==> config.mk <==
export PLATFORM = sky130hd
export DESIGN_NAME = life_table_person_years_unit_flat
export DESIGN_NICKNAME = d
export VERILOG_FILES = /design/src/sv/ltpy_pkg.sv /design/src/sv/ltpy_if.sv /design/src/sv/life_table_person_years_unit.sv /design/src/sv/ltpy_multiplier.sv /design/src/sv/ltpy_divider.sv /design/src/flat_wrapper.sv
export SDC_FILE = /design/constraint.sdc
export NUM_CORES = 2
export LEC_CHECK = 0
export BUFFER_PORTS_ARGS = -buffer_cell sky130_fd_sc_hd__clkbuf_2
export CORE_ASPECT_RATIO = 0.7
export CORE_UTILIZATION = 50
export CTS_CLUSTER_DIAMETER = 50
export DETAILED_ROUTE_END_ITERATION = 6
export GPL_ROUTABILITY_DRIVEN = 0
export GPL_TIMING_DRIVEN = 0
export PLACE_DENSITY_LB_ADDON = 0.1
export REMOVE_ABC_BUFFERS = 1
export SLEW_MARGIN = 20
export SYNTH_ARGS = -nofsm -noshare
export SYNTH_HDL_FRONTEND = slang
export SYNTH_SLANG_ARGS = --single-unit
==> constraint.sdc <==
create_clock -name clk_i -period 15.9 [get_ports clk_i]
set_input_delay 2.385 -clock clk_i [delete_from_list [all_inputs] [get_ports clk_i]]
set_output_delay 2.385 -clock clk_i [all_outputs]
set_load 0.05 [all_outputs]
==> src/sv/ltpy_pkg.sv <==
// ----------------------------------------------------------------------------
// ltpy_pkg
// Shared constants, sequencer states and the divider command type for the
// life-table person-years unit.
// ----------------------------------------------------------------------------
package ltpy_pkg;

  // default data width of the Q(W-16).16 fields
  localparam int DATA_WIDTH_DEF = 32;

  // survivorship lx is unsigned Q1.31
  localparam int          LX_W   = 32;
  localparam logic [31:0] LX_ONE = 32'h8000_0000;

  // 1.0 in the Q.32 scale of the qx numerator and denominator
  localparam int ONE_SHIFT = 32;

  // quotient register of the shared divider: 2*lx / mx needs 33 bits
  localparam int QUO_W = 33;

  // divider step counts
  localparam int ROW_STEPS  = 31;
  localparam int LAST_STEPS = 33;
  localparam int STEP_W     = 6;

  typedef enum logic [3:0] {
    ST_IDLE,
    ST_MUL_NUM,
    ST_MUL_DEN,
    ST_CHECK,
    ST_DIV_ROW,
    ST_MUL_NEXT,
    ST_MUL_L1,
    ST_MUL_L2,
    ST_DIV_LAST,
    ST_FINISH
  } state_e;

  // divider launch command
  typedef struct packed {
    logic              start;
    logic [STEP_W-1:0] steps;
  } div_cmd_t;

endpackage

==> src/sv/ltpy_if.sv <==
// ----------------------------------------------------------------------------
// ltpy_in_if / ltpy_out_if
// Valid/ready channels carrying one age-group item in and one result item out.
// ----------------------------------------------------------------------------
interface ltpy_in_if #(
  parameter int DW = 32
);
  logic          valid;
  logic          ready;
  logic [DW-1:0] rate;
  logic [DW-1:0] mean_time_dying;
  logic [DW-1:0] interval_width;
  logic          last_age;

  modport source (output valid, rate, mean_time_dying, interval_width, last_age,
                  input ready);
  modport sink   (input valid, rate, mean_time_dying, interval_width, last_age,
                  output ready);
endinterface

interface ltpy_out_if #(
  parameter int DW = 32
);
  logic          valid;
  logic          ready;
  logic [DW-1:0] person_years;
  logic          divide_error;

  modport source (output valid, person_years, divide_error, input ready);
  modport sink   (input valid, person_years, divide_error, output ready);
endinterface

==> src/sv/life_table_person_years_unit.sv <==
// ----------------------------------------------------------------------------
// life_table_person_years_unit
// Person-years Lx per age group from mx, ax, nx, keeping survivorship lx.
// Ordinary row: five multiplier passes (MW = max(DATA_WIDTH,32)) plus a
//   31-step divide; the divide is skipped when qx clamps to one, and a bad
//   divisor ends the row after the denominator pass with a divide error.
// Open final row: 33-step divide; zero rate: no divide, divide error.
// One item at a time; the next item is taken while the result waits.
// Reset: lx = 1.0, output empty; no clearing pass.
// ----------------------------------------------------------------------------
module life_table_person_years_unit #(
  parameter int DATA_WIDTH = ltpy_pkg::DATA_WIDTH_DEF
) (
  input  logic        clk_i,
  input  logic        rst_ni,
  ltpy_in_if.sink     in_i,
  ltpy_out_if.source  out_o
);
  import ltpy_pkg::*;

  localparam int W   = DATA_WIDTH;
  localparam int MW  = (W > LX_W) ? W : LX_W;
  localparam int NW  = 2 * W;
  localparam int DNW = NW + 1;
  localparam int PW  = 2 * MW;
  localparam int LW  = W + LX_W;
  localparam int SW  = LW + 1;
  localparam int ZW  = QUO_W + W;

  state_e state_q, state_d;

  logic [W-1:0]     m_q, a_q, n_q, diff_na, py_row, py_last;
  logic             last_q, n_ge_a, bad_q, bad_w;
  logic [LX_W-1:0]  lx_q, next_q, next_w, q_src, one_m_q, lx_m_next;
  logic [NW-1:0]    num_q;
  logic [DNW-1:0]   den_q, den_w, one_sc, t_ext;
  logic [LW-1:0]    p1_q;
  logic [SW-1:0]    sum_w;
  logic [ZW-1:0]    quot_z;
  logic [W-1:0]     res_py_q;
  logic             res_err_q;
  logic             out_valid_q;
  logic [W-1:0]     out_py_q;
  logic             out_err_q;
  logic             accept, out_free;

  logic             mul_start, mul_done;
  logic [MW-1:0]    mul_a, mul_b;
  logic [PW-1:0]    mul_prod;
  div_cmd_t         div_cmd;
  logic [DNW-1:0]   div_rem, div_dsr;
  logic [QUO_W-1:0] div_dvd, div_quot;
  logic             div_done;

  assign in_i.ready = (state_q == ST_IDLE);
  assign accept     = in_i.valid && in_i.ready;
  assign out_free   = !out_valid_q || out_o.ready;

  // arithmetic around the shared units
  assign n_ge_a    = n_q >= a_q;
  assign diff_na   = n_ge_a ? n_q - a_q : a_q - n_q;
  assign one_sc    = DNW'(1) << ONE_SHIFT;
  assign t_ext     = DNW'(mul_prod[NW-1:0]);
  assign bad_w     = !n_ge_a && (t_ext >= one_sc);
  assign den_w     = n_ge_a ? one_sc + t_ext : one_sc - t_ext;
  assign q_src     = (state_q == ST_DIV_ROW) ? {1'b0, div_quot[ROW_STEPS-1:0]} : LX_ONE;
  assign one_m_q   = LX_ONE - q_src;
  assign next_w    = mul_prod[2*LX_W-2:LX_W-1];
  assign lx_m_next = lx_q - next_q;
  assign sum_w     = SW'(p1_q) + SW'(mul_prod[LW-1:0]);
  assign py_row    = (|sum_w[SW-1:SW-2]) ? '1 : sum_w[W+LX_W-2:LX_W-1];
  assign quot_z    = ZW'(div_quot);
  assign py_last   = (quot_z > ZW'({W{1'b1}})) ? '1 : quot_z[W-1:0];

  // next state
  always_comb begin
    state_d = state_q;
    case (state_q)
      ST_IDLE: begin
        if (accept) begin
          if (!in_i.last_age) state_d = ST_MUL_NUM;
          else if (in_i.rate[W-1:0] == '0) state_d = ST_FINISH;
          else state_d = ST_DIV_LAST;
        end
      end
      ST_MUL_NUM:  if (mul_done) state_d = ST_MUL_DEN;
      ST_MUL_DEN:  if (mul_done) state_d = ST_CHECK;
      ST_CHECK: begin
        if (bad_q) state_d = ST_FINISH;
        else if (DNW'(num_q) >= den_q) state_d = ST_MUL_NEXT;
        else state_d = ST_DIV_ROW;
      end
      ST_DIV_ROW:  if (div_done) state_d = ST_MUL_NEXT;
      ST_MUL_NEXT: if (mul_done) state_d = ST_MUL_L1;
      ST_MUL_L1:   if (mul_done) state_d = ST_MUL_L2;
      ST_MUL_L2:   if (mul_done) state_d = ST_FINISH;
      ST_DIV_LAST: if (div_done) state_d = ST_FINISH;
      ST_FINISH:   if (out_free) state_d = ST_IDLE;
      default:     state_d = ST_IDLE;
    endcase
  end

  // unit launches on state entry
  always_comb begin
    mul_start = 1'b0;
    mul_a     = '0;
    mul_b     = '0;
    div_cmd   = '0;
    div_rem   = '0;
    div_dvd   = '0;
    div_dsr   = '0;
    if (state_d != state_q) begin
      case (state_d)
        ST_MUL_NUM: begin
          mul_start = 1'b1;
          mul_a     = MW'(in_i.interval_width[W-1:0]);
          mul_b     = MW'(in_i.rate[W-1:0]);
        end
        ST_MUL_DEN: begin
          mul_start = 1'b1;
          mul_a     = MW'(diff_na);
          mul_b     = MW'(m_q);
        end
        ST_MUL_NEXT: begin
          mul_start = 1'b1;
          mul_a     = MW'(lx_q);
          mul_b     = MW'(one_m_q);
        end
        ST_MUL_L1: begin
          mul_start = 1'b1;
          mul_a     = MW'(next_w);
          mul_b     = MW'(n_q);
        end
        ST_MUL_L2: begin
          mul_start = 1'b1;
          mul_a     = MW'(lx_m_next);
          mul_b     = MW'(a_q);
        end
        ST_DIV_ROW: begin
          div_cmd.start = 1'b1;
          div_cmd.steps = STEP_W'(ROW_STEPS);
          div_rem       = DNW'(num_q);
          div_dsr       = den_q;
        end
        ST_DIV_LAST: begin
          div_cmd.start = 1'b1;
          div_cmd.steps = STEP_W'(LAST_STEPS);
          div_dvd       = {lx_q, 1'b0};
          div_dsr       = DNW'(in_i.rate[W-1:0]);
        end
        default: ;
      endcase
    end
  end

  ltpy_multiplier #(.MW(MW)) u_mul (
    .clk_i   (clk_i),
    .rst_ni  (rst_ni),
    .start_i (mul_start),
    .a_i     (mul_a),
    .b_i     (mul_b),
    .done_o  (mul_done),
    .prod_o  (mul_prod)
  );

  ltpy_divider #(.DNW(DNW)) u_div (
    .clk_i      (clk_i),
    .rst_ni     (rst_ni),
    .cmd_i      (div_cmd),
    .rem_i      (div_rem),
    .dividend_i (div_dvd),
    .divisor_i  (div_dsr),
    .done_o     (div_done),
    .quot_o     (div_quot)
  );

  // control state
  always_ff @(posedge clk_i or negedge rst_ni) begin
    if (!rst_ni) begin
      state_q     <= ST_IDLE;
      lx_q        <= LX_ONE;
      out_valid_q <= 1'b0;
    end else begin
      state_q <= state_d;
      if (state_q == ST_FINISH && out_free) out_valid_q <= 1'b1;
      else if (out_o.ready) out_valid_q <= 1'b0;
      case (state_q)
        ST_IDLE:     if (accept && in_i.last_age && in_i.rate[W-1:0] == '0) lx_q <= LX_ONE;
        ST_CHECK:    if (bad_q) lx_q <= '0;
        ST_MUL_L2:   if (mul_done) lx_q <= next_q;
        ST_DIV_LAST: if (div_done) lx_q <= LX_ONE;
        default: ;
      endcase
    end
  end

  // datapath registers
  always_ff @(posedge clk_i) begin
    case (state_q)
      ST_IDLE: begin
        if (accept) begin
          m_q       <= in_i.rate[W-1:0];
          a_q       <= in_i.mean_time_dying[W-1:0];
          n_q       <= in_i.interval_width[W-1:0];
          last_q    <= in_i.last_age;
          res_py_q  <= '1;
          res_err_q <= 1'b1;
        end
      end
      ST_MUL_NUM: if (mul_done) num_q <= mul_prod[NW-1:0];
      ST_MUL_DEN: begin
        if (mul_done) begin
          den_q <= den_w;
          bad_q <= bad_w;
        end
      end
      ST_MUL_NEXT: if (mul_done) next_q <= next_w;
      ST_MUL_L1:   if (mul_done) p1_q <= mul_prod[LW-1:0];
      ST_MUL_L2: begin
        if (mul_done) begin
          res_py_q  <= py_row;
          res_err_q <= 1'b0;
        end
      end
      ST_DIV_LAST: begin
        if (div_done) begin
          res_py_q  <= py_last;
          res_err_q <= 1'b0;
        end
      end
      ST_FINISH: begin
        if (out_free) begin
          out_py_q  <= res_py_q;
          out_err_q <= res_err_q;
        end
      end
      default: ;
    endcase
  end

  assign out_o.valid        = out_valid_q;
  assign out_o.person_years = out_py_q;
  assign out_o.divide_error = out_err_q;

  a_lx_range: assert property (@(posedge clk_i) disable iff (!rst_ni)
    lx_q <= LX_ONE)
    else $error("survivorship above 1.0");

  a_err_saturates: assert property (@(posedge clk_i) disable iff (!rst_ni)
    (state_q == ST_FINISH) && res_err_q |-> res_py_q == '1)
    else $error("divide error without saturated person-years");

  a_mul_done_in_mul: assert property (@(posedge clk_i) disable iff (!rst_ni)
    mul_done |-> (state_q == ST_MUL_NUM || state_q == ST_MUL_DEN ||
                  state_q == ST_MUL_NEXT || state_q == ST_MUL_L1 ||
                  state_q == ST_MUL_L2))
    else $error("multiplier finished outside a multiply step");

  a_last_resets_lx: assert property (@(posedge clk_i) disable iff (!rst_ni)
    (state_q == ST_FINISH) && last_q |-> lx_q == LX_ONE)
    else $error("open row did not restore survivorship");

endmodule

==> src/sv/ltpy_multiplier.sv <==
// ----------------------------------------------------------------------------
// ltpy_multiplier
// Bit-serial shift-add multiplier: one multiplier bit per cycle, MW bits.
// ----------------------------------------------------------------------------
module ltpy_multiplier #(
  parameter int MW = 32
) (
  input  logic            clk_i,
  input  logic            rst_ni,
  input  logic            start_i,
  input  logic [MW-1:0]   a_i,
  input  logic [MW-1:0]   b_i,
  output logic            done_o,
  output logic [2*MW-1:0] prod_o
);
  localparam int CW = $clog2(MW + 1);

  logic [CW-1:0] cnt_q, cnt_d;
  logic          done_q, done_d;
  logic [MW-1:0] a_q, hi_q, lo_q, hi_d, lo_d;
  logic [MW:0]   sum;

  // add the multiplicand into the upper half, then shift right one bit
  assign sum = {1'b0, hi_q} + (lo_q[0] ? {1'b0, a_q} : '0);
  assign {hi_d, lo_d} = {sum, lo_q[MW-1:1]};

  always_comb begin
    cnt_d  = cnt_q;
    done_d = 1'b0;
    if (start_i) begin
      cnt_d = CW'(MW);
    end else if (cnt_q != '0) begin
      cnt_d  = cnt_q - 1'b1;
      done_d = (cnt_q == CW'(1));
    end
  end

  always_ff @(posedge clk_i or negedge rst_ni) begin
    if (!rst_ni) begin
      cnt_q  <= '0;
      done_q <= 1'b0;
    end else begin
      cnt_q  <= cnt_d;
      done_q <= done_d;
    end
  end

  always_ff @(posedge clk_i) begin
    if (start_i) begin
      a_q  <= a_i;
      hi_q <= '0;
      lo_q <= b_i;
    end else if (cnt_q != '0) begin
      hi_q <= hi_d;
      lo_q <= lo_d;
    end
  end

  assign done_o = done_q;
  assign prod_o = {hi_q, lo_q};

  a_done_after_count: assert property (@(posedge clk_i) disable iff (!rst_ni)
    done_q |-> cnt_q == '0)
    else $error("multiplier done while still stepping");

  a_start_loads: assert property (@(posedge clk_i) disable iff (!rst_ni)
    start_i |=> cnt_q == CW'(MW))
    else $error("multiplier count not loaded on start");

  a_done_once: assert property (@(posedge clk_i) disable iff (!rst_ni)
    done_q |=> !done_q)
    else $error("multiplier done held longer than one cycle");

endmodule

==> src/sv/ltpy_divider.sv <==
// ----------------------------------------------------------------------------
// ltpy_divider
// Restoring radix-2 divider: one quotient bit per cycle, shared between the
// qx quotient and the open-row lx/mx quotient.
// ----------------------------------------------------------------------------
module ltpy_divider #(
  parameter int DNW = 65
) (
  input  logic                      clk_i,
  input  logic                      rst_ni,
  input  ltpy_pkg::div_cmd_t        cmd_i,
  input  logic [DNW-1:0]            rem_i,
  input  logic [ltpy_pkg::QUO_W-1:0] dividend_i,
  input  logic [DNW-1:0]            divisor_i,
  output logic                      done_o,
  output logic [ltpy_pkg::QUO_W-1:0] quot_o
);
  import ltpy_pkg::*;

  logic [STEP_W-1:0] cnt_q, cnt_d;
  logic              done_q, done_d;
  logic [DNW-1:0]    rem_q, dsr_q, rem_d;
  logic [QUO_W-1:0]  dvd_q, quo_q;
  logic [DNW:0]      shifted, diff;
  logic              ge;

  // bring down the next dividend bit, trial subtract
  assign shifted = {rem_q, dvd_q[QUO_W-1]};
  assign ge      = shifted >= {1'b0, dsr_q};
  assign diff    = shifted - {1'b0, dsr_q};
  assign rem_d   = ge ? diff[DNW-1:0] : shifted[DNW-1:0];

  always_comb begin
    cnt_d  = cnt_q;
    done_d = 1'b0;
    if (cmd_i.start) begin
      cnt_d = cmd_i.steps;
    end else if (cnt_q != '0) begin
      cnt_d  = cnt_q - 1'b1;
      done_d = (cnt_q == STEP_W'(1));
    end
  end

  always_ff @(posedge clk_i or negedge rst_ni) begin
    if (!rst_ni) begin
      cnt_q  <= '0;
      done_q <= 1'b0;
    end else begin
      cnt_q  <= cnt_d;
      done_q <= done_d;
    end
  end

  always_ff @(posedge clk_i) begin
    if (cmd_i.start) begin
      rem_q <= rem_i;
      dvd_q <= dividend_i;
      dsr_q <= divisor_i;
      quo_q <= '0;
    end else if (cnt_q != '0) begin
      rem_q <= rem_d;
      dvd_q <= {dvd_q[QUO_W-2:0], 1'b0};
      quo_q <= {quo_q[QUO_W-2:0], ge};
    end
  end

  assign done_o = done_q;
  assign quot_o = quo_q;

  a_rem_below_divisor: assert property (@(posedge clk_i) disable iff (!rst_ni)
    (cnt_q != '0) && !cmd_i.start |=> rem_q < dsr_q)
    else $error("divider remainder not below divisor");

  a_done_after_count: assert property (@(posedge clk_i) disable iff (!rst_ni)
    done_q |-> cnt_q == '0)
    else $error("divider done while still stepping");

  a_done_once: assert property (@(posedge clk_i) disable iff (!rst_ni)
    done_q |=> !done_q)
    else $error("divider done held longer than one cycle");

endmodule
==> src/flat_wrapper.sv <==
// flat-port wrapper written by rule: the top's interface ports become plain ports
module life_table_person_years_unit_flat import ltpy_pkg::*;
#(
  parameter int DATA_WIDTH = ltpy_pkg::DATA_WIDTH_DEF
)
  (clk_i, rst_ni, in_i_valid, in_i_rate, in_i_mean_time_dying, in_i_interval_width, in_i_last_age, in_i_ready, out_o_valid, out_o_person_years, out_o_divide_error, out_o_ready);
  ltpy_in_if in_i_i ();
  ltpy_out_if out_o_i ();
  input  logic clk_i;
  input  logic rst_ni;
  input wire logic [$bits(in_i_i.valid)-1:0] in_i_valid;
  input wire logic [$bits(in_i_i.rate)-1:0] in_i_rate;
  input wire logic [$bits(in_i_i.mean_time_dying)-1:0] in_i_mean_time_dying;
  input wire logic [$bits(in_i_i.interval_width)-1:0] in_i_interval_width;
  input wire logic [$bits(in_i_i.last_age)-1:0] in_i_last_age;
  output wire logic [$bits(in_i_i.ready)-1:0] in_i_ready;
  output wire logic [$bits(out_o_i.valid)-1:0] out_o_valid;
  output wire logic [$bits(out_o_i.person_years)-1:0] out_o_person_years;
  output wire logic [$bits(out_o_i.divide_error)-1:0] out_o_divide_error;
  input wire logic [$bits(out_o_i.ready)-1:0] out_o_ready;
  assign in_i_i.valid = in_i_valid;
  assign in_i_i.rate = in_i_rate;
  assign in_i_i.mean_time_dying = in_i_mean_time_dying;
  assign in_i_i.interval_width = in_i_interval_width;
  assign in_i_i.last_age = in_i_last_age;
  assign in_i_ready = in_i_i.ready;
  assign out_o_valid = out_o_i.valid;
  assign out_o_person_years = out_o_i.person_years;
  assign out_o_divide_error = out_o_i.divide_error;
  assign out_o_i.ready = out_o_ready;
  life_table_person_years_unit #(.DATA_WIDTH(DATA_WIDTH)) u_core (.clk_i(clk_i), .rst_ni(rst_ni), .in_i(in_i_i), .out_o(out_o_i));
endmodule
; ---- Word-level counts from Yosys, hierarchy flattened
; Index checks and enable logic that the tools add are counted.
[word_totals]
mem_bits_rw = 0
inputBits = 101
reg_bits = 731
out_inout_bits = 35
mem_count = 0
rom_bits = 0
latch_bits = 0
[op_classes]
n_div = 0
n_addsub = 11
n_bitwise = 0
n_lt_le_gt_ge = 5
mul = 0
eq_ne = 24
muxes = 62
n_reduce_logical = 27
shift = 0
[ops]
columns = cell, count
row1 = $mux 32, 15
row2 = $mux 65, 5
row3 = $pmux 32 s5, 2
row4 = $mux 33, 4
row5 = $pmux 65 s2, 1
row6 = $pmux 32 s4, 1
row7 = $pmux 32 s3, 1
row8 = $sub 32x32->32, 3
row9 = $ge 66x65->1, 1
row10 = $add 33x64->65 const A, 1
row11 = $add 64x64->65, 1
row12 = $ge 64x65->1, 1
row13 = $sub 33x64->65 const A, 1
row14 = $sub 65x65->65, 1
row15 = $ge 64x33->1 const B, 1
row16 = $mux 64, 1
row17 = $mux 4, 11
row18 = $pmux 4 s10, 1
row19 = $add 32x33->33, 1
row20 = $gt 33x32->1 const B, 1
row21 = $eq 4x3->1 const B, 8
row22 = $ge 32x32->1, 1
row23 = $logic_not 32->1, 1
row24 = $sub 32x32->32 const A, 1
row25 = 26 further kinds, 64

; ---- Longest topological paths before layout
[logic_depth]
depth_word = 10
depth_mapped = 16
depth_no_buf = 14

; ---- Modules after synthesis
; Synthesis repeated with hierarchy kept, for this count alone.
[hier_totals]
cells_unflattened = 4809
area_unflattened_um2 = 47403.0
[by_module_without_submodules]
columns = module, seq_area_each_um2, area_per_inst_um2, n_inst, cells_each
row1 = life_table_person_years_unit, 12578.3, 29485.8, 1, 3101
row2 = ltpy_divider, 5730.5, 12306.8, 1, 1189
row3 = ltpy_multiplier, 2737.6, 5610.4, 1, 519

; ---- Worst setup path before layout
; OpenSTA, ideal clock, no wires.
[synth_timing]
path_kind = input to register
start = input port in_i_valid
end = register u_core.p1_q[0], enable pin
arrival_time_ns = 9.449
required_time_ns = 15.336
path_slack_ns = 5.887
cell_stages = 10
path_cell_list = and2_2 -> a22oi_1 -> and4_1 -> buf_6 -> clkinv_4 -> o311ai_1 -> o211ai_1 -> o211ai_2 -> clkbuf_1 -> nor3_1
[synth_rtl]
columns = element, line
row1 = from (decl), flat_wrapper.sv:11  ; input wire logic [$bits(in_i_i.valid)-1:0] in_i_valid;
row2 = to (signal assigned), life_table_person_years_unit.sv:218  ; ST_MUL_L1: if (mul_done) p1_q <= mul_prod[LW-1:0];
row3 = to (decl), life_table_person_years_unit.sv:37  ; logic [LW-1:0] p1_q;

; ---- Worst setup path after layout
[layout_timing]
start = input port in_i_rate[27]
end = register u_core.u_div.rem_q[49], data pin
[layout_between]
elab_chain_cells = 9
elab_cells_between_ends = 13
cone_classes = eq/ne: 3 / mux: 9 / reduce/logical: 1
[layout_rtl]
columns = element, line
row1 = from (decl), flat_wrapper.sv:12  ; input wire logic [$bits(in_i_i.rate)-1:0] in_i_rate;
row2 = $logic_not 32->1 *, life_table_person_years_unit.sv:82  ; else if (in_i.rate[W-1:0] == '0) state_d = ST_FINISH;
row3 = $mux 1 *, life_table_person_years_unit.sv:82
row4 = $mux 4 *, life_table_person_years_unit.sv:81  ; if (!in_i.last_age) state_d = ST_MUL_NUM;
row5 = $mux 4 *, life_table_person_years_unit.sv:80  ; if (accept) begin
row6 = $pmux 4 s10 *, life_table_person_years_unit.sv:78  ; case (state_q)
row7 = net u_core.state_d[0], life_table_person_years_unit.sv:30  ; state_e state_q, state_d;
row8 = $eq 4x4->1 or $eq 4x3->1 (tied branches), life_table_person_years_unit.sv:113  ; case (state_d)
row9 = $pmux 7 s2 or $mux 64 (tied branches), life_table_person_years_unit.sv:113
row10 = $mux 7 or $mux 65 (tied branches), life_table_person_years_unit.sv:112  ; if (state_d != state_q) begin
row11 = $mux 65 *, ltpy_divider.sv:55  ; if (cmd_i.start) begin
row12 = to (signal assigned), ltpy_divider.sv:56  ; rem_q <= rem_i;
row13 = to (signal assigned), ltpy_divider.sv:61  ; rem_q <= rem_d;
row14 = to (decl), ltpy_divider.sv:22  ; logic [DNW-1:0] rem_q, dsr_q, rem_d;
; Mark *: on every way through the listed nets, which the timed path passes. The rest lies on a longest branch.
; A chain may end at the register's enable or synchronous reset.

==> flow_metrics.py <==
metrics = {
    "placed_design": {
        "hpwl_mm": 114,
        "port_buffers": 135,
        "dp_cells": 5907,
    },
    "synthesis": {
        "syn_area_per_cell_um2": 9.74,
        "synth_seq_cells": 730,
        "netlist_area_mm2": 0.0460,
        "yosysSeqAreaShare_pct": 45.7,
        "synth_cells": 4721,
        "yosys_warnings": 0,
        "synthFlopType": "edfxtp_1",
        "synthArstFlopShare_pct": 6.99,
        "yosysUniqueCellTypes": 112,
        "synth_edf_count": 614,
    },
    "route": {
        "avgViaCountPerCell": 6.25,
        "first_pass_iters": 7,
        "drt_iter0_markers": 5132,
        "drc": 10,
        "ant_nets": 0,
        "post_drt_wl_per_cell_um": 24.7,
        "wirelength_mm": 150,
        "vias": 38000,
    },
    "setup_path": {
        "max_stage_delay_ps": 850,
        "critPathCaptureType": "flop",
        "crit_path_start_kind": "input pin",
        "required_ps": 16330,
        "worstPathCellList": "clkbuf_2 -> nor4_1 -> nand4_1 -> o21ai_0 -> a2111o_1 -> a211oi_4 -> nand2_1 -> or3b_4 -> buf_12 -> inv_8 -> buf_16 -> nor2_1 -> a221o_1",
        "path_delay_family": "compound AO/OA/AOI/OAI gates",
        "slowest_stage": "a211oi_4",
        "worstPathMaxFanout": 122,
        "path_buf_inv": 4,
        "criticalPathCategory": "input pin to flop",
        "crit_arrival_ps": 7260,
    },
    "timing": {
        "slew_headroom_pct": 25.5,
        "worstMarginPinSlew_ps": 1120,
        "layout_min_cycle_time_ps": 6830,
        "finalSetupTns_ps": 0,
        "hold_viol": 0,
        "fmax_mhz": 146,
        "finClkSkew_ps": 36.8,
        "finalMaxSlewViolations": 0,
        "post-route-period-util_pct": 42.9,
        "rsz0062_at_grt": "false",
        "setup_violations": 0,
    },
    "floorplan": {
        "die_width_um": 364,
        "io_pins": 136,
        "start_util_pct": 50.8,
        "core_mm2": 0.0906,
        "fp-row-count": 92,
        "die_area_mm2": 0.0932,
        "die_y_um": 256,
    },
    "min_path": {
        "hp-class": "flop to flop",
    },
    "pwr": {
        "p_per_area_mw_per_mm2": 208,
        "ir_drop_mv": 0.109,
        "power_leakage_nw": 20.6,
    },
    "cts": {
        "h-tree-depth": 3,
        "cts_root_buf": "clkbuf_16",
        "tritoncts": "yes",
        "clk-insertion-delay-late_ps": 710,
        "postCtsHoldBufs": 0,
        "cts_buffer_depth": 3,
        "cts_sinks": 730,
        "cts_buffers": 89,
        "cts_resized": 0,
        "cts.clk_slew.worst_paths_ps": 70,
        "cts_setup_buffers": 0,
    },
    "outcome": {
        "violations": "DRC",
        "status": "finished, violations left",
    },
    "global_routing": {
        "grt_pass1_wl_mm": 224,
        "antenna_found_initial": 6,
        "grt_pass1_vias": 35500,
        "grt_max_degree": 123,
        "grt_usage_pct": 31.9,
        "grt-ovfl-total": 0,
    },
    "finish": {
        "fin_cells": 6073,
        "drive_above_1_share_pct": 8.91,
        "fin_nets": 5209,
        "area_growth_pct": 12.3,
    },
    "job": {
        "maxCapViolCount": 0,
    },
}
==> flip-flops by register name, summed over array words and instances, names as in the netlist, 33 cells and up <==
name	count
u_core.u_div.quot_o	33
u_core.u_div.rem_q	65
u_core.num_q	64
u_core.p1_q	64
u_core.u_div.dsr_q	65
u_core.den_q	65
==> power breakdown <==
| part | leakage, nW | internal [mW] | total, mW | switching (mW) |
|---|---|---|---|---|
| Sequential | 7.11 | 2.86 | 3.50 | 0.641 |
| Clock | 1.52 | 1.25 | 2.16 | 0.909 |
| Combinational | 12.0 | 1.97 | 5.08 | 3.11 |
| Total | 20.6 | 6.08 | 10.7 | 4.66 |
==> path summary, 6_finish.rpt <==
kind | start | end | slack, ps | cells after the start
setup / recovery | in_i_rate[27] | u_core.u_div.rem_q[49] | 9070 | 13
hold / removal | u_core.res_py_q[22] | u_core.out_o.person_years[22] | 420 | 0
setup reg to reg | u_core.state_q[3] | u_core.u_div.rem_q[49] | 10100 | 11
hold reg to reg | u_core.res_py_q[22] | u_core.out_o.person_years[22] | 420 | 0
max in group asynchronous | rst_ni | u_core.lx_q[31] | 13650 | 2
min in group asynchronous | rst_ni | u_core.lx_q[22] | 1670 | 1
==> per-stage QoR <==
step | cell area (um^2) | hold slack (ps) | worst slack [ps] | total power [mW] | util, %
after floorplan | 45000 | 400 | 5650 | 6.80 | -
after global placement | 47200 | 404 | 1240 | 8.25 | 52.1
after detailed placement | 48500 | 405 | 8550 | 8.45 | 53.6
after CTS | 51600 | 422 | 9240 | 10.6 | 57.0
after global routing | 51600 | 426 | 9020 | 11.4 | 57.0
final | 51600 | 420 | 9070 | 10.7 | 57.0
==> synth_stat cells (12+ instances only) <==
| cell | n | area (um^2) |
|---|---|---|
| nand2b_1 | 21 | 131 |
| a221o_1 | 21 | 210 |
| o31ai_1 | 53 | 398 |
| o22ai_1 | 14 | 87.6 |
| a221oi_1 | 12 | 105 |
| and2_1 | 53 | 332 |
| nor3_1 | 85 | 425 |
| or3_1 | 17 | 106 |
| and3_1 | 40 | 250 |
| ha_1 | 327 | 4090 |
| edfxtp_1 | 614 | 18400 |
| mux2i_1 | 69 | 691 |
| a222oi_1 | 54 | 541 |
| nand3_1 | 94 | 470 |
| buf_2 | 52 | 260 |
| a31oi_1 | 90 | 563 |
| a21oi_1 | 378 | 1890 |
| a21o_1 | 130 | 976 |
| dfrtp_1 | 50 | 1250 |
| nor2_1 | 293 | 1100 |
| o21bai_1 | 47 | 353 |
| xnor2_1 | 158 | 1380 |
| nor4_1 | 33 | 206 |
| a211o_1 | 14 | 123 |
| nand2_1 | 560 | 2100 |
| a211oi_1 | 38 | 285 |
| clkbuf_1 | 160 | 601 |
| o21a_1 | 32 | 240 |
| xor2_1 | 83 | 727 |
| nand4_1 | 62 | 388 |
| a22o_1 | 43 | 377 |
| o211ai_1 | 38 | 285 |
| o21ai_0 | 332 | 1660 |
| inv_1 | 300 | 1130 |
| dfxtp_1 | 65 | 1300 |
| a22oi_1 | 24 | 180 |
| nor2b_1 | 24 | 150 |
==> layer usage <==
metal | part of all wire, % | track usage, % | up-vias | wire (um)
li1 | - | - | 17700 | -
met1 | 45 | 48.2 | 18100 | 67800
met2 | 40 | 43.4 | 1897 | 59600
met3 | 11 | 7.30 | 272 | 16100
met4 | 4.3 | 13.0 | 2 | 6470
met5 | 0.0053 | 0 | - | 8
==> cell type report <==
type,count,area [um^2]
clock inverter,61,747
clock buffer,104,2350
multi-input combinational,3454,23000
antenna,1,2.50
sequential,730,21000
timing repair buffer,198,1800
tap,1222,1530
inverter,303,1150
fill,7903,39000
==> cells by family after synthesis <==
kind of cell	count (synthesis)	share of synthesized area, %
buffers and inverters	537	4.63
adders and majority gates	332	9.11
muxes	72	1.58
AOI/OAI and AO/OA	1449	20.6
and+or+nand+nor	1360	13.8
DFF	730	45.7
xor gates and xnor gates	241	4.59
==> cell usage in the layout, fill, tap and decap left out, types with 47 or more instances in the layout <==
cell	count
a21o_1	130
a21oi_1	376
a222oi_1	54
a31oi_1	90
and2_1	51
clkbuf_16	91
clkbuf_2	134
dfrtp_1	50
dfxtp_1	65
edfxtp_1	614
ha_1	327
inv_1	300
mux2i_1	69
nand2_1	555
nand3_1	94
nand4_1	62
nor2_1	287
nor3_1	81
o21ai_0	332
o21bai_1	47
o31ai_1	53
xnor2_1	158
xor2_1	83
(Power assumes the default switching activity.)
